$ cat src/hw/rtl/mvtp_pkg.sv
// Shared types, character codes and helper functions for the vertex token parser.
// No dependencies; every file but mvtp_ifs imports this package.
package mvtp_pkg;

	// Parser phases.
	localparam logic [2:0] PH_IDLE   = 3'd0;
	localparam logic [2:0] PH_SIGN   = 3'd1;
	localparam logic [2:0] PH_DIGITS = 3'd2;
	localparam logic [2:0] PH_COMMA  = 3'd3;
	localparam logic [2:0] PH_ZERO   = 3'd4;
	localparam logic [2:0] PH_HEX    = 3'd5;

	// Character codes.
	localparam logic [7:0] CH_NUL   = 8'h00;
	localparam logic [7:0] CH_TAB   = 8'h09;
	localparam logic [7:0] CH_CR    = 8'h0D;
	localparam logic [7:0] CH_SPACE = 8'h20;
	localparam logic [7:0] CH_PLUS  = 8'h2B;
	localparam logic [7:0] CH_COMMA = 8'h2C;
	localparam logic [7:0] CH_MINUS = 8'h2D;
	localparam logic [7:0] CH_0     = 8'h30;
	localparam logic [7:0] CH_9     = 8'h39;
	localparam logic [7:0] CH_UA    = 8'h41;
	localparam logic [7:0] CH_UF    = 8'h46;
	localparam logic [7:0] CH_LA    = 8'h61;
	localparam logic [7:0] CH_LF    = 8'h66;
	localparam logic [7:0] CH_X     = 8'h78;

	// Reset value of the default color register.
	localparam logic [31:0] DEFAULT_COLOR_RST = 32'h0000_AAAA;

	// Depth of the result queue; must be a power of two and at least 2.
	localparam int RQ_DEPTH = 4;

	// Token state carried from one character to the next.
	typedef struct packed {
		logic [2:0]  phase;
		logic [31:0] mag;
		logic        neg;
		logic [31:0] acc;
	} tok_state_t;

	localparam tok_state_t TOK_CLEAR = '{phase: PH_IDLE, mag: '0, neg: 1'b0, acc: '0};

	// One result word.
	typedef struct packed {
		logic signed [31:0] height;
		logic [31:0]        color;
		logic               last_of_run;
	} vtx_t;

	// Up to two results caused by one character, first one in v0.
	typedef struct packed {
		logic vld0;
		logic vld1;
		vtx_t v0;
		vtx_t v1;
	} vtx_pair_t;

	function automatic logic is_space(input logic [7:0] c);
		return (c == CH_SPACE) || (c >= CH_TAB && c <= CH_CR);
	endfunction

	function automatic logic is_digit(input logic [7:0] c);
		return (c >= CH_0) && (c <= CH_9);
	endfunction

	function automatic logic is_hex(input logic [7:0] c);
		return is_digit(c) || (c >= CH_LA && c <= CH_LF) || (c >= CH_UA && c <= CH_UF);
	endfunction

	// Digits map to their low nibble; letters a-f and A-F have low nibbles 1-6.
	function automatic logic [3:0] hex_val(input logic [7:0] c);
		logic [3:0] v;
		if (is_digit(c)) begin
			v = c[3:0];
		end else if (is_hex(c)) begin
			v = c[3:0] + 4'd9;
		end else begin
			v = 4'd0;
		end
		return v;
	endfunction

endpackage

$ cat src/hw/rtl/mvtp_ifs.sv
// Valid/ready channel interfaces for the character input and the vertex output.
// Depends on nothing.
interface mvtp_ch_if;
	logic       valid;
	logic       ready;
	logic [7:0] ch;

	modport source (output valid, output ch, input ready);
	modport sink   (input valid, input ch, output ready);
endinterface

interface mvtp_vtx_if;
	logic               valid;
	logic               ready;
	logic signed [31:0] height;
	logic [31:0]        color;
	logic               last_of_run;

	modport source (output valid, output height, output color, output last_of_run, input ready);
	modport sink   (input valid, input height, input color, input last_of_run, output ready);
endinterface

$ cat src/hw/rtl/mvtp_core.sv
// Token state register and the per-character next-state and result logic.
// Depends on mvtp_pkg.
module mvtp_core import mvtp_pkg::*; (
	input  logic        clk,
	input  logic        arst_n,
	input  logic        accept,
	input  logic [7:0]  ch,
	input  logic [31:0] default_color,
	output vtx_pair_t   res
);

	tok_state_t  st_q;
	tok_state_t  nxt;
	tok_state_t  idle_nxt;
	logic        idle_stray;
	logic        vld0;
	logic        vld1;
	logic        digit;
	logic [31:0] dval;
	logic [31:0] mag10;
	logic [31:0] acc16;
	logic [31:0] h_cur;

	assign digit = is_digit(ch);
	assign dval  = {28'd0, ch[3:0]};
	assign mag10 = (st_q.mag << 3) + (st_q.mag << 1) + dval;
	assign acc16 = {st_q.acc[27:0], hex_val(ch)};
	assign h_cur = st_q.neg ? (32'd0 - st_q.mag) : st_q.mag;

	// What a character does to a cleared token: start one, or end an empty one.
	always_comb begin
		idle_nxt   = TOK_CLEAR;
		idle_stray = 1'b0;
		if (ch == CH_MINUS || ch == CH_PLUS) begin
			idle_nxt.neg   = (ch == CH_MINUS);
			idle_nxt.phase = PH_SIGN;
		end else if (digit) begin
			idle_nxt.mag   = dval;
			idle_nxt.phase = PH_DIGITS;
		end else if (ch == CH_COMMA) begin
			idle_nxt.phase = PH_COMMA;
		end else if (ch != CH_NUL && !is_space(ch)) begin
			idle_stray = 1'b1;
		end
	end

	// Phase decoder. A failed prefix emits the token and parses the character again,
	// which is where the second result comes from.
	always_comb begin
		nxt  = st_q;
		vld0 = 1'b0;
		vld1 = 1'b0;
		unique case (st_q.phase) inside
			PH_IDLE: begin
				nxt  = idle_nxt;
				vld0 = idle_stray;
			end
			PH_SIGN, PH_DIGITS: begin
				if (digit) begin
					nxt.mag   = mag10;
					nxt.phase = PH_DIGITS;
				end else if (ch == CH_COMMA) begin
					nxt.phase = PH_COMMA;
				end else begin
					vld0 = 1'b1;
					nxt  = TOK_CLEAR;
				end
			end
			PH_COMMA: begin
				if (ch == CH_0) begin
					nxt.phase = PH_ZERO;
				end else begin
					vld0 = 1'b1;
					nxt  = idle_nxt;
					vld1 = idle_stray;
				end
			end
			PH_ZERO: begin
				if (ch == CH_X) begin
					nxt.phase = PH_HEX;
					nxt.acc   = '0;
				end else begin
					// The zero starts a new token; the character continues it.
					vld0 = 1'b1;
					nxt  = TOK_CLEAR;
					if (digit) begin
						nxt.mag   = dval;
						nxt.phase = PH_DIGITS;
					end else if (ch == CH_COMMA) begin
						nxt.phase = PH_COMMA;
					end else begin
						vld1 = 1'b1;
					end
				end
			end
			PH_HEX: begin
				if (is_hex(ch)) begin
					nxt.acc = acc16;
				end else begin
					vld0 = 1'b1;
					nxt  = TOK_CLEAR;
				end
			end
			default: begin
				nxt = TOK_CLEAR;
			end
		endcase
	end

	// Results; a second result is always an empty token with the default color.
	always_comb begin
		res.vld0              = accept & vld0;
		res.vld1              = accept & vld1;
		res.v0.height         = h_cur;
		res.v0.color          = (st_q.phase == PH_HEX) ? st_q.acc : default_color;
		res.v0.last_of_run    = ~vld1;
		res.v1.height         = '0;
		res.v1.color          = default_color;
		res.v1.last_of_run    = 1'b1;
	end

	// Token state register.
	always_ff @(posedge clk or negedge arst_n) begin
		if (!arst_n) begin
			st_q <= TOK_CLEAR;
		end else if (accept) begin
			st_q <= nxt;
		end
	end

endmodule

$ cat src/hw/rtl/mvtp_rq.sv
// Result queue: up to two vertex words in a cycle, one out a cycle while ready.
// Depends on mvtp_pkg and mvtp_vtx_if.
module mvtp_rq import mvtp_pkg::*; #(
	parameter int DEPTH = RQ_DEPTH
) (
	input  logic       clk,
	input  logic       arst_n,
	input  vtx_pair_t  push,
	output logic       room,
	mvtp_vtx_if.source out
);

	localparam int PTR_W = $clog2(DEPTH);
	localparam int CNT_W = $clog2(DEPTH + 1);

	vtx_t             mem [DEPTH];
	logic [PTR_W-1:0] wr_ptr_q;
	logic [PTR_W-1:0] rd_ptr_q;
	logic [CNT_W-1:0] count_q;
	logic [CNT_W-1:0] n_push;
	logic             pop;
	vtx_t             head;

	assign n_push = CNT_W'(push.vld0) + CNT_W'(push.vld1);
	assign pop    = out.valid & out.ready;
	// Room for the worst case of two words from the next character.
	assign room   = (count_q <= CNT_W'(DEPTH - 2));

	// Head of the queue drives the output channel.
	assign head            = mem[rd_ptr_q];
	assign out.valid       = (count_q != '0);
	assign out.height      = head.height;
	assign out.color       = head.color;
	assign out.last_of_run = head.last_of_run;

	// Storage writes; the second word follows the first.
	always_ff @(posedge clk) begin
		if (push.vld0) begin
			mem[wr_ptr_q] <= push.v0;
		end
		if (push.vld1) begin
			mem[wr_ptr_q + PTR_W'(1)] <= push.v1;
		end
	end

	// Pointers and fill count.
	always_ff @(posedge clk or negedge arst_n) begin
		if (!arst_n) begin
			wr_ptr_q <= '0;
			rd_ptr_q <= '0;
			count_q  <= '0;
		end else begin
			wr_ptr_q <= wr_ptr_q + PTR_W'(n_push);
			if (pop) begin
				rd_ptr_q <= rd_ptr_q + PTR_W'(1);
			end
			count_q <= count_q + n_push - CNT_W'(pop);
		end
	end

endmodule

$ cat src/hw/rtl/map_vertex_token_parser.sv
// Height-map vertex token parser: one character a cycle in, vertex words out.
// A character is taken in every cycle while the result queue has room for two words.
// A vertex word enters the result queue as the character ending its token is taken;
// the queue sets the output rate of one word per cycle while out_vtx.ready is high.
// Reset clears the token state and the queue and sets default_color to 0x0000AAAA.
// Depends on mvtp_pkg, mvtp_ifs, mvtp_core and mvtp_rq.
module map_vertex_token_parser import mvtp_pkg::*; #(
	parameter int RQ_DEPTH_P = RQ_DEPTH
) (
	input  logic        clk,
	input  logic        arst_n,
	input  logic        cfg_we,
	input  logic [31:0] cfg_wdata,
	mvtp_ch_if.sink     in_ch,
	mvtp_vtx_if.source  out_vtx
);

	logic [31:0] default_color_q;
	logic        room;
	logic        accept;
	vtx_pair_t   res;

	assign in_ch.ready = room;
	assign accept      = in_ch.valid & room;

	// Default color register.
	always_ff @(posedge clk or negedge arst_n) begin
		if (!arst_n) begin
			default_color_q <= DEFAULT_COLOR_RST;
		end else if (cfg_we) begin
			default_color_q <= cfg_wdata;
		end
	end

	mvtp_core u_core (
		.clk           (clk),
		.arst_n        (arst_n),
		.accept        (accept),
		.ch            (in_ch.ch),
		.default_color (default_color_q),
		.res           (res)
	);

	mvtp_rq #(
		.DEPTH (RQ_DEPTH_P)
	) u_rq (
		.clk    (clk),
		.arst_n (arst_n),
		.push   (res),
		.room   (room),
		.out    (out_vtx)
	);

endmodule

$ cat src/flat_wrapper.sv
// flat-port wrapper written by rule: the top's interface ports become plain ports
module map_vertex_token_parser_flat import mvtp_pkg::*;
#(
	parameter int RQ_DEPTH_P = RQ_DEPTH
)
  (clk, arst_n, cfg_we, cfg_wdata, in_ch_valid, in_ch_ch, in_ch_ready, out_vtx_valid, out_vtx_height, out_vtx_color, out_vtx_last_of_run, out_vtx_ready);
  mvtp_ch_if in_ch_i ();
  mvtp_vtx_if out_vtx_i ();
  input  logic clk;
  input  logic arst_n;
  input  logic cfg_we;
  input  logic [31:0] cfg_wdata;
  input wire logic [$bits(in_ch_i.valid)-1:0] in_ch_valid;
  input wire logic [$bits(in_ch_i.ch)-1:0] in_ch_ch;
  output wire logic [$bits(in_ch_i.ready)-1:0] in_ch_ready;
  output wire logic [$bits(out_vtx_i.valid)-1:0] out_vtx_valid;
  output wire logic [$bits(out_vtx_i.height)-1:0] out_vtx_height;
  output wire logic [$bits(out_vtx_i.color)-1:0] out_vtx_color;
  output wire logic [$bits(out_vtx_i.last_of_run)-1:0] out_vtx_last_of_run;
  input wire logic [$bits(out_vtx_i.ready)-1:0] out_vtx_ready;
  assign in_ch_i.valid = in_ch_valid;
  assign in_ch_i.ch = in_ch_ch;
  assign in_ch_ready = in_ch_i.ready;
  assign out_vtx_valid = out_vtx_i.valid;
  assign out_vtx_height = out_vtx_i.height;
  assign out_vtx_color = out_vtx_i.color;
  assign out_vtx_last_of_run = out_vtx_i.last_of_run;
  assign out_vtx_i.ready = out_vtx_ready;
  map_vertex_token_parser #(.RQ_DEPTH_P(RQ_DEPTH_P)) u_core (.clk(clk), .arst_n(arst_n), .cfg_we(cfg_we), .cfg_wdata(cfg_wdata), .in_ch(in_ch_i), .out_vtx(out_vtx_i));
endmodule
$ cat config.mk
export PLATFORM = sky130hd
export DESIGN_NAME = map_vertex_token_parser_flat
export DESIGN_NICKNAME = d
export VERILOG_FILES = /design/src/hw/rtl/mvtp_pkg.sv /design/src/hw/rtl/mvtp_ifs.sv /design/src/hw/rtl/mvtp_core.sv /design/src/hw/rtl/mvtp_rq.sv /design/src/hw/rtl/map_vertex_token_parser.sv /design/src/flat_wrapper.sv
export SDC_FILE = /design/constraint.sdc
export NUM_CORES = 1
export LEC_CHECK = 0
export BUFFER_PORTS_ARGS = -buffer_cell sky130_fd_sc_hd__buf_2
export CELL_PAD_IN_SITES_DETAIL_PLACEMENT = 0
export CELL_PAD_IN_SITES_GLOBAL_PLACEMENT = 1
export CORE_MARGIN = 5
export CORE_UTILIZATION = 45
export DETAILED_ROUTE_END_ITERATION = 12
export GPL_ROUTABILITY_DRIVEN = 0
export PLACE_DENSITY_LB_ADDON = 0.25
export SYNTH_ARGS = -nofsm -noshare
export SYNTH_HDL_FRONTEND = slang
export SYNTH_SLANG_ARGS = --single-unit
$ cat constraint.sdc
create_clock -name clk -period 7.1 [get_ports clk]
set_input_delay 0.71 -clock clk [delete_from_list [all_inputs] [get_ports clk]]
set_output_delay 0.71 -clock clk [all_outputs]
set_load 0.02 [all_outputs]
==> impl_metrics.env, run 1 <==
export IMPL_setup_tns_ps=0
export IMPL_dieArea_um2=45700
export IMPL_yosysTopAreaCellShare_pct=20.6
export IMPL_drc_errors=0
export IMPL_worstReg2RegEnd="u_core.u_rq.count_q[2]$_DFF_PN0_"
export IMPL_yosys_warnings=0
export IMPL_max_slew_margin_pct=27.1
export IMPL_worstPathArrival_ps=5050
export IMPL_die_y_um=214
export IMPL_sw_frac_of_total_pct=31.3
export IMPL_drt_pass1_iterations=8
export IMPL_clk_pin_slew_ps=60
export IMPL_yosys_top_cells_area="edfxtp_1 (21%), dfxtp_1 (14%), dfrtp_1 (13%)"
export IMPL_grt_ovfl_total=0
export IMPL_critical_path_class="in -> reg"
export IMPL_layout_nets=1842
export IMPL_clock_sinks=367
export IMPL_cts_resized_gates=0
export IMPL_p_sw_w=0.00194
export IMPL_setup_viol=0
export IMPL_clock_skew_ps=18.1
export IMPL_cts_hold_buf=0
export IMPL_synth_area_um2=18700
export IMPL_ys_flop_type="dfxtp_1"
export IMPL_max_clock_freq_ghz=0.218
export IMPL_cts_tree="built"
export IMPL_row_count=74
export IMPL_start_util_pct=45.6
export IMPL_antenna_found_initial=1
export IMPL_power_total_w=0.00618
export IMPL_ys_seq_area_share_pct=49.1
export IMPL_syn_nets=1772
export IMPL_clkPwrFrac_pct=34.8
export IMPL_crit_path_max_fanout=9
export IMPL_grt_max_degree=65
export IMPL_cp_top_family="compound AO/OA/AOI/OAI gates"
export IMPL_dp_hpwl_mm=32.1
export IMPL_pwr_share_seq_pct=41.3
export IMPL_cap_violations=0
export IMPL_combPwrFrac_pct=23.8
export IMPL_htree_num_levels=2
export IMPL_peakVddDrop_mv=0.191
export IMPL_antenna_cells=0
export IMPL_endpoint_kind="flop"
export IMPL_hold_viol=0
export IMPL_cp_num_buf_inv=4
export IMPL_clk_latency_ps=570
export IMPL_area_growth_pct=13.5
export IMPL_p_leak_nw=8.22
export IMPL_min_period_ps=4580
export IMPL_r2r_slack_ps=2770
export IMPL_viasPerCell=6.10
export IMPL_cpMostUsedCell="ha_1"
export IMPL_reg2reg_depth=12
export IMPL_antenna_left=0
export IMPL_fp_dieW_um=214
export IMPL_cpMaxStageDelayCell="a22oi_1"
export IMPL_cellPowerDensity_nw_per_um2=292
export IMPL_grt_usage_pct=22.5
export IMPL_grt_pass1_wl_mm=80.9
export IMPL_wl_mm=51.5
export IMPL_fin_util_pct=51.8
export IMPL_crit_start="in_ch_ch[1]"
export IMPL_vias=14000
export IMPL_reg2reg_from="u_core.u_core.st_q[67]$_DFFE_PN0P_"
export IMPL_required_ps=7570
export IMPL_async_flop_share_pct=29.2
export IMPL_cpPeakStageDelay_ps=860
export IMPL_postCtsSetupRepairBufs=0
export IMPL_status="complete, no violations"
export IMPL_maxSlewViolCount=0
export IMPL_ys_seq_elements=367
export IMPL_p_int_w=0.00425
export IMPL_yosys_area_top_type="edfxtp_1"
export IMPL_io_pins=112
export IMPL_port_buffers=111
export IMPL_ctsLongestPathBuffers=3
export IMPL_grt_pass1_vias=14000
export IMPL_crit_chain="buf_2 > inv_1 > ha_1 > o21bai_1 > a2111o_1 > and2_1 > a22oi_1 > and2_1 > nor2_1 > ha_1 > inv_1 > ha_1 > inv_1 > ha_1 > fa_1 > xnor2_1"
export IMPL_layout_drive_gt1_share_pct=19.6
export IMPL_worst_pin_slew_ps=1090
export IMPL_cp_start_kind="input port"
export IMPL_wl_per_cell_um=22.5
export IMPL_synthCells=1655
export IMPL_rsz0062_at_grt="no"
export IMPL_fin_crit_sh_pct=64.5
export IMPL_hold_path_class="in -> async"
export IMPL_fp_coreArea_um2=40900
export IMPL_drtIter0Drc=1012
export IMPL_synth_avg_cell_area_um2=11.3
export IMPL_ys_types=70
export IMPL_cts_root_buf="clkbuf_16"
export IMPL_synth_edff_count=128
export IMPL_cts_made_buffers=41
## power groups by stage
| stage | clock network (W) | registers (W) | logic (W) |
|---|---|---|---|
| floorplan | 0 | 0.00247 | 0.00109 |
| finish | 0.00215 | 0.00256 | 0.00147 |
| CTS | 0.00220 | 0.00256 | 0.00150 |
| global placement | 0 | 0.00259 | 0.00148 |
| detailed placement | 0 | 0.00260 | 0.00149 |
| global route | 0.00228 | 0.00258 | 0.00158 |
## metrics by stage
stage / area [µm²] / worst slack (ps) / std cells / hold WS [ps]
global route: 21200 / 2250 / 2290 / 271
global placement: 19800 / 2060 / 2214 / 446
CTS: 21200 / 2540 / 2290 / 242
floorplan: 18700 / 3220 / 1655 / 414
detailed placement: 19800 / 1980 / 2214 / 457
finish: 21200 / 2520 / 2290 / 207
## kinds of logic after synthesis
kind of cell             synth area share [%]
flip-flops                               49.1
AO/OA/AOI/OAI                            17.5
adder cells (fa/ha/maj)                  4.94
multiplexers                             10.1
AND/OR/NAND/NOR                          12.3
XOR/XNOR                                 2.90
buffers and inverters                    3.09
## placed cells by master (no fill, tap or decap), drive strengths merged, types with 12 or more instances in the layout
cell,instances
o21ai,209
nand2,147
buf,144
dfxtp,132
a22o,131
edfxtp,128
nand3b,126
dfrtp,99
ha,69
mux4,65
clkbuf,61
a21oi,50
xor2,40
inv,36
nor2,35
mux2,33
xnor2,21
o31ai,15
nor3,13
o41ai,12
## synth_stat cells, types with 6 or more instances
cell and instances:
o21ai_0 201, ha_1 69, and2_1 10, mux2i_1 6
a21oi_1 50, edfxtp_1 128, a22o_1 131, or2_2 7
o31ai_1 15, inv_1 31, xor2_1 39, xnor2_1 21
dfrtp_1 99, nor2_1 35, nor4b_1 6, nand2_1 147
o21bai_1 6, nand3b_1 126, nor3_1 13, nand4_1 6
or4_1 8, o21ai_1 8, dfxtp_1 132, nand2b_1 7
a31oi_1 9, o41ai_1 9, mux2_2 33, a21o_1 11
buf_2 9, mux4_2 65, dfstp_2 8, a211oi_1 7
nor4_1 9, nand3_1 11, clkbuf_1 103
## area by class of cell
class	count	area, µm²
Clock buffer	61	1220
Inverter	32	120
Tap cell	532	666
Timing Repair Buffer	144	806
Multi-Input combinational cell	1139	9060
Clock inverter	15	148
Sequential cell	367	9180
Fill cell	3627	19700
## routing by layer
layer  GRT usage, %  wire, µm  up-vias
met3           3.51      3120       60
met5              0         0        -
li1               -         -     6456
met2           36.2     24200      418
met4           4.43       778        0
met1           32.6     23500     7036
## how the worst max path moves through the flow
stage                                            end  slack (ps)  depth (start not counted)
floorplan           u_core.u_rq.count_q[2]$_DFF_PN0_        3220                         17
global placement    u_core.u_rq.count_q[2]$_DFF_PN0_        2060                         16
detailed placement  u_core.u_rq.count_q[2]$_DFF_PN0_        1980                         16
CTS                 u_core.u_rq.count_q[2]$_DFF_PN0_        2540                         16
global route        u_core.u_rq.count_q[2]$_DFF_PN0_        2250                         16
finish              u_core.u_rq.count_q[2]$_DFF_PN0_        2520                         16
## flip-flops by register name, indices dropped and copies added (netlist names)
register and count:
u_core.u_core.acc16 28, u_core.u_rq.rd_ptr_q 2, u_core.u_rq.count_q 3, u_core.u_rq.wr_ptr_q 2, u_core.u_rq.mem 260, u_core.u_core.st_q 40
u_core.default_color_q 32
## worst reg2reg max path, cell delays in order, from the launching register on
cell     delay (ps)
dfrtp_1         610
nor2b_1         280
and2_1          340
a22oi_1         920
and2_1          610
nor2_1           90
ha_1            320
inv_1            50
ha_1            260
inv_1            40
ha_1            180
fa_1            370
xnor2_1         180
Power figures use the tool's default switching activity.
==> run 2: changes to the inputs <==
Settings changed: ABC_AREA set to 1.
Clock period 7.1 ns to 4.6 ns, I/O delays scaled along.
==> run 2 against run 1 <==
  * Die area up 3.2%
  * Via count up 22%
  * Critical path depth down 11
  * Sequential share of layout area down 0.55 points
  * Highest routed layer unchanged
  * Final cell count up 29%
==> impl_metrics.env, run 2 <==
export IMPL_hold_viol=0
export IMPL_die_y_um=217
export IMPL_yosysTopAreaCellShare_pct=19.9
export IMPL_cts_tree="built"
export IMPL_crit_chain="clkinv_2 > buf_12 > o21ai_0 > o22ai_1 > buf_2"
export IMPL_p_leak_nw=9.45
export IMPL_io_pins=112
export IMPL_fin_crit_sh_pct=80.7
export IMPL_yosys_warnings=0
export IMPL_cts_made_buffers=40
export IMPL_synth_area_um2=19300
export IMPL_status="complete, no violations"
export IMPL_wl_per_cell_um=20.1
export IMPL_row_count=75
export IMPL_synth_most_common_cell="nand2_1"
export IMPL_port_buffers=111
export IMPL_setup_tns_ps=0
export IMPL_cp_depth=5
export IMPL_top_register="u_core.u_rq.mem"
export IMPL_synth_edff_count=128
export IMPL_layout_drive_gt1_share_pct=11.2
export IMPL_worst_pin_slew_ps=1310
export IMPL_min_period_ps=3710
export IMPL_worstReg2RegEnd="u_core.u_rq.mem[3][30]$_DFFE_PP_"
export IMPL_grt_pass1_vias=16200
export IMPL_peakVddDrop_mv=0.318
export IMPL_setup_viol=0
export IMPL_placed_area_um2=20100
export IMPL_ys_types=44
export IMPL_cp_start_kind="flop"
export IMPL_synth_compound_area_share_pct=13.8
export IMPL_drc_errors=0
export IMPL_cpPeakStageDelay_ps=800
export IMPL_dp_hpwl_mm=37.3
export IMPL_hold_path_class="in -> reg"
export IMPL_synth_xor_area_share_pct=2.18
export IMPL_area_growth_pct=11.2
export IMPL_grt_usage_pct=24.6
export IMPL_ys_seq_elements=367
export IMPL_maxSlewViolCount=0
export IMPL_post_synth_fa_ha_maj_area_fraction_pct=4.78
export IMPL_mostFrequentLayoutCell="nand2_1"
export IMPL_cap_violations=0
export IMPL_vias=17100
export IMPL_required_ps=4140
export IMPL_antenna_cells=0
export IMPL_cellPowerDensity_nw_per_um2=583
export IMPL_cp_top_family="buffers and inverters"
export IMPL_critical_path_class="reg -> out"
export IMPL_max_slew_margin_pct=11.8
export IMPL_syn_nets=2476
export IMPL_htree_num_levels=2
export IMPL_fp_dieW_um=217
export IMPL_largest_reg_flops=260
export IMPL_drtIter0Drc=1759
export IMPL_clock_sinks=367
export IMPL_synthSimpleGateAreaFrac_pct=23.8
export IMPL_crit_path_max_fanout=79
export IMPL_max_clock_freq_ghz=0.269
export IMPL_yosys_top_cells_area="edfxtp_1 (20%), dfxtp_1 (14%), dfrtp_1 (13%)"
export IMPL_grt_ovfl_total=0
export IMPL_worstPathArrival_ps=3250
export IMPL_grt_max_degree=97
export IMPL_clk_pin_slew_ps=60
export IMPL_synthMuxAreaShare_pct=1.63
export IMPL_r2r_slack_ps=1320
export IMPL_reg2reg_from="u_core.u_core.st_q[66]$_DFFE_PN0P_"
export IMPL_clock_skew_ps=25.6
export IMPL_mostFrequentLayoutCells="nand2_1 (461), nand3_1 (301), o21ai_0 (229)"
export IMPL_reg_top3="u_core.u_rq.mem: 260 flops, u_core.u_core.st_q: 40 flops, u_core.default_color_q: 32 flops"
export IMPL_grt_pass1_wl_mm=93.1
export IMPL_endpoint_kind="output pin"
export IMPL_wl_mm=59.4
export IMPL_antenna_left=0
export IMPL_ys_top_cells_by_count="nand2_1 (461), nand3_1 (301), nor2_1 (232), o21ai_0 (229), a21oi_1 (152)"
export IMPL_layout_nets=2510
export IMPL_rsz0062_at_grt="no"
export IMPL_ctsLongestPathBuffers=3
export IMPL_crit_start="u_core.u_rq.rd_ptr_q[0]$_DFFE_PN0P_"
export IMPL_fp_coreArea_um2=42200
export IMPL_ys_flop_type="dfxtp_1"
export IMPL_cts_root_buf="clkbuf_16"
export IMPL_critPathCapture="out_vtx_color[3]"
export IMPL_synth_avg_cell_area_um2=8.18
export IMPL_dieArea_um2=47100
export IMPL_synth_top_family_by_area="simple AND/OR/NAND/NOR gates"
export IMPL_synthCells=2359
export IMPL_clk_latency_ps=580
export IMPL_ys_seq_area_share_pct=47.5
export IMPL_antenna_found_initial=0
export IMPL_reg2reg_depth=11
export IMPL_design_area_um2=21500
export IMPL_yosys_area_top_type="edfxtp_1"
export IMPL_async_flop_share_pct=29.2
export IMPL_cp_num_buf_inv=3
export IMPL_cpMaxStageDelayCell="dfrtp_4"
export IMPL_viasPerCell=5.76
export IMPL_start_util_pct=45.7
export IMPL_drt_pass1_iterations=5
## run 2: logic make-up after synthesis
kind of cell / Yosys count
AND/OR/NAND/NOR: 1060
adder cells (fa/ha/maj): 72
flip-flops: 367
multiplexers: 28
AO/OA/AOI/OAI: 499
XOR/XNOR: 48
buffers and inverters: 285
## run 2: report_power, final
part	switching, W	internal [W]
Combinational	0.00325	0.00135
Sequential	0.000490	0.00416
Clock	0.00134	0.00193
## run 2: through the flow
step,util (%),hold slack [ps],setup WS (ps),total power [W],std cells
global placement,47.7,450,966,0.00922,2889
CTS,50.8,88.3,902,0.0126,2964
finish,50.8,116,888,0.0125,2964
detailed placement,47.7,454,901,0.00930,2889
floorplan,-,164,1520,0.00765,2359
global route,50.8,89.6,719,0.0132,2964
## run 2: worst min-delay path by stage
stage | startpoint | to | slack, ps | cells past startpoint
after floorplan | arst_n | u_core.default_color_q[0]$_DFFE_PN0P_ | 160 | 0
after global placement | arst_n | u_core.default_color_q[14]$_DFFE_PN0P_ | 450 | 1
after detailed placement | arst_n | u_core.default_color_q[4]$_DFFE_PN0P_ | 450 | 1
after CTS | cfg_wdata[18] | u_core.default_color_q[18]$_DFFE_PN0P_ | 90 | 2
after global routing | cfg_wdata[26] | u_core.default_color_q[26]$_DFFE_PN0P_ | 90 | 2
final | cfg_wdata[18] | u_core.default_color_q[18]$_DFFE_PN0P_ | 120 | 2
## run 2: layout make-up
| type | instances | area, µm² |
|---|---|---|
| inverters | 134 | 504 |
| repair buffers | 143 | 838 |
| clock buffers | 64 | 1170 |
| well taps | 539 | 674 |
| clock inverters | 10 | 158 |
| flip-flops and latches | 367 | 9180 |
| fillers | 4041 | 20800 |
| multi-input cells | 1707 | 8940 |
## run 2: what timing repair did
item,CTS,global route
buffers inserted,0,0
hold endpoints to repair,28,0
gates resized for setup,0,0
hold buffers,1,0
## run 2: metal layers
metal | wire, µm | vias up | GRT usage (%)
li1 | - | 8172 | -
met1 | 27300 | 8201 | 36.1
met2 | 26300 | 620 | 37.7
met3 | 4850 | 70 | 5.18
met4 | 1000 | 0 | 5.41
met5 | 0 | - | 0
## run 2: worst reg2reg max path, stage by stage (launching register included)
cell,delay (ps)
dfrtp_1,400
inv_1,110
nand2_1,110
nor2_1,320
nand2_2,140
nand2_1,90
nor2_2,40
nand3_2,370
nand3_2,530
inv_2,820
nand2_1,110
nand2_1,100
==> run 3: changes to the inputs <==
Settings changed: CORE_UTILIZATION 45 to 42.
Clock period 4.6 ns to 3.1 ns, I/O delays scaled along.
==> run 3 against run 2 <==
  * Routed wire length grew 2.9%
  * Utilization shrank 1.9 points
  * Sequential share of layout area shrank 1.4 points
  * Die area grew 6.8%
  * Flip-flop and latch count is the same
  * Global-route usage shrank 0.79 points
  * Worst setup slack lost 510 ps
  * Via count grew 0.77%
  * Clock-buffer cell count shrank 7
  * First-iteration DRC count shrank 17%
  * Largest cell class unchanged
==> impl_metrics.env, run 3 (synthesis results as in run 2) <==
export IMPL_largest_reg_flops=260
export IMPL_worst_hold_startpoint="cfg_wdata[4]"
export IMPL_pwr_share_seq_pct=35.7
export IMPL_clk_pin_slew_ps=60
export IMPL_dp_hpwl_mm=38.9
export IMPL_min_period_ps=2720
export IMPL_layout_drive_gt1_share_pct=12.6
export IMPL_hold_viol=0
export IMPL_whs_ps=32.5
export IMPL_regArea_um2=9180
export IMPL_clock_skew_ps=17.3
export IMPL_fp_dieW_um=224
export IMPL_cts_tree="built"
export IMPL_design_area_um2=22200
export IMPL_rsz0062_at_grt="no"
export IMPL_peakVddDrop_mv=0.666
export IMPL_grt_max_degree=133
export IMPL_power_total_w=0.0188
export IMPL_worstReg2RegEnd="u_core.u_rq.count_q[2]$_DFF_PN0_"
export IMPL_sw_frac_of_total_pct=40.6
export IMPL_wl_per_cell_um=19.8
export IMPL_combPwrFrac_pct=38.4
export IMPL_clock_sinks=367
export IMPL_p_leak_nw=9.79
export IMPL_clk_latency_ps=560
export IMPL_worstPathArrival_ps=2410
export IMPL_antenna_found_initial=0
export IMPL_ctsLongestPathBuffers=3
export IMPL_fp_coreArea_um2=45400
export IMPL_viasPerCell=5.57
export IMPL_setup_viol=0
export IMPL_row_count=78
export IMPL_worst_slack_ps=382
export IMPL_wl_mm=61.2
export IMPL_worst_pin_slew_ps=1100
export IMPL_mostFrequentLayoutCells="nand2_1 (461), nand3_1 (301), o21ai_0 (229)"
export IMPL_mostFrequentLayoutCell="nand2_1"
export IMPL_vias=17200
export IMPL_crit_chain="inv_2 > buf_12 > o21ai_0 > o22ai_1 > buf_2"
export IMPL_hold_path_class="in -> reg"
export IMPL_reg_top3="u_core.u_rq.mem: 260 flops, u_core.u_core.st_q: 40 flops, u_core.default_color_q: 32 flops"
export IMPL_clkPwrFrac_pct=25.9
export IMPL_reg2reg_from="u_core.u_core.st_q[66]$_DFFE_PN0P_"
export IMPL_maxSlewViolCount=0
export IMPL_dp_slack_ps=3.84
export IMPL_p_sw_w=0.00764
export IMPL_crit_start="u_core.u_rq.rd_ptr_q[1]$_DFFE_PN0P_"
export IMPL_required_ps=2790
export IMPL_min_to="u_core.default_color_q[4]$_DFFE_PN0P_"
export IMPL_port_buffers=111
export IMPL_setup_tns_ps=0
export IMPL_drt_pass1_iterations=5
export IMPL_p_int_w=0.0112
export IMPL_max_slew_margin_pct=26.4
export IMPL_dieArea_um2=50300
export IMPL_area_growth_pct=15.0
export IMPL_cap_violations=0
export IMPL_grt_pass1_wl_mm=95.9
export IMPL_placed_area_um2=20600
export IMPL_start_util_pct=42.5
export IMPL_antenna_cells=0
export IMPL_cpMaxStageDelayCell="dfrtp_2"
export IMPL_grt_usage_pct=23.8
export IMPL_drc_errors=0
export IMPL_max_clock_freq_ghz=0.368
export IMPL_cellPowerDensity_nw_per_um2=848
export IMPL_status="complete, no violations"
export IMPL_cp_start_kind="flop"
export IMPL_drtIter0Drc=1453
export IMPL_cpPeakStageDelay_ps=540
export IMPL_top_register="u_core.u_rq.mem"
export IMPL_cts_made_buffers=41
export IMPL_crit_path_max_fanout=35
export IMPL_endpoint_kind="output pin"
export IMPL_layout_nets=2572
export IMPL_critical_path_class="reg -> out"
export IMPL_grt_ovfl_total=0
export IMPL_htree_num_levels=2
export IMPL_antenna_left=0
export IMPL_reg2reg_depth=14
export IMPL_r2r_slack_ps=400
export IMPL_fin_crit_sh_pct=87.7
export IMPL_multi_input_area_um2=8940
export IMPL_die_y_um=224
export IMPL_grt_pass1_vias=16700
export IMPL_n_fill_cell=4458
export IMPL_io_pins=112
export IMPL_whs_path_depth=2
export IMPL_cts_root_buf="clkbuf_16"
==> run 3: cell types whose count changed in the layout (fill, tap and decap cells not counted), moves of 2 or more <==
cell           previous run  this run
buf_12                    3        12
clkinv_2                  3         9
clkbuf_1                 17         7
buf_4                    29        51
dlygate4sd3_1             1        31
clkbuf_8                  6         8
==> run 3: final cells by class <==
type	instances	area share [%]
clock buffer	57	5.35
tap	600	3.38
sequential	367	41.4
inverter	134	2.27
multi-input combinational	1707	40.3
clock inverter	17	0.665
timing repair buffer	204	6.69
==> run 3: how the worst max path moves through the flow <==
| stage | end |
|---|---|
| floorplan | u_core.u_rq.count_q[2]$_DFF_PN0_ |
| global placement | u_core.u_rq.count_q[2]$_DFF_PN0_ |
| detailed placement | u_core.u_rq.count_q[2]$_DFF_PN0_ |
| CTS | u_core.u_rq.count_q[2]$_DFF_PN0_ |
| global route | u_core.u_rq.count_q[2]$_DFF_PN0_ |
| finish | out_vtx_color[30] |
==> run 3: metrics by stage <==
stage	utilization, %	cells
6_report	48.9	3086
5_1_grt	48.9	3086
4_1_cts	48.9	3085
3_5_place_dp	45.3	2981
3_3_place_gp	45.3	2981
2_1_floorplan	-	2359
==> run 3: what timing repair did <==
action | CTS | global route
gates resized for setup | 0 | 0
hold buffers | 30 | 1
endpoints found under the setup margin | 0 | 0
buffers inserted | 0 | 0
endpoints found under the hold margin | 72 | 1
==> run 3: per-layer routing <==
layer  vias to the layer above  wire length [µm]  global-route usage (%)
met5                         -                 0                       0
met4                         0              1270                    5.50
met3                        84              4260                    4.25
met2                       528             27800                    38.0
met1                      8280             27800                    34.0
li1                       8303                 -                       -
==> run 3: worst max-delay path, delay by kind of cell, from the launching register on <==
kind / cells / cell delay (ps)
buf+inv: 3 / 870
compound gates: 2 / 410
flops: 1 / 540
==> run 3: power by group through the flow <==
stage                     sequential [W]  combinational (W)  clock (W)
after floorplan                  0.00663            0.00473          0
after global placement           0.00676            0.00714          0
after detailed placement         0.00679            0.00720          0
after CTS                        0.00670            0.00724    0.00496
after global routing             0.00682            0.00791    0.00514
final                            0.00672            0.00723    0.00487
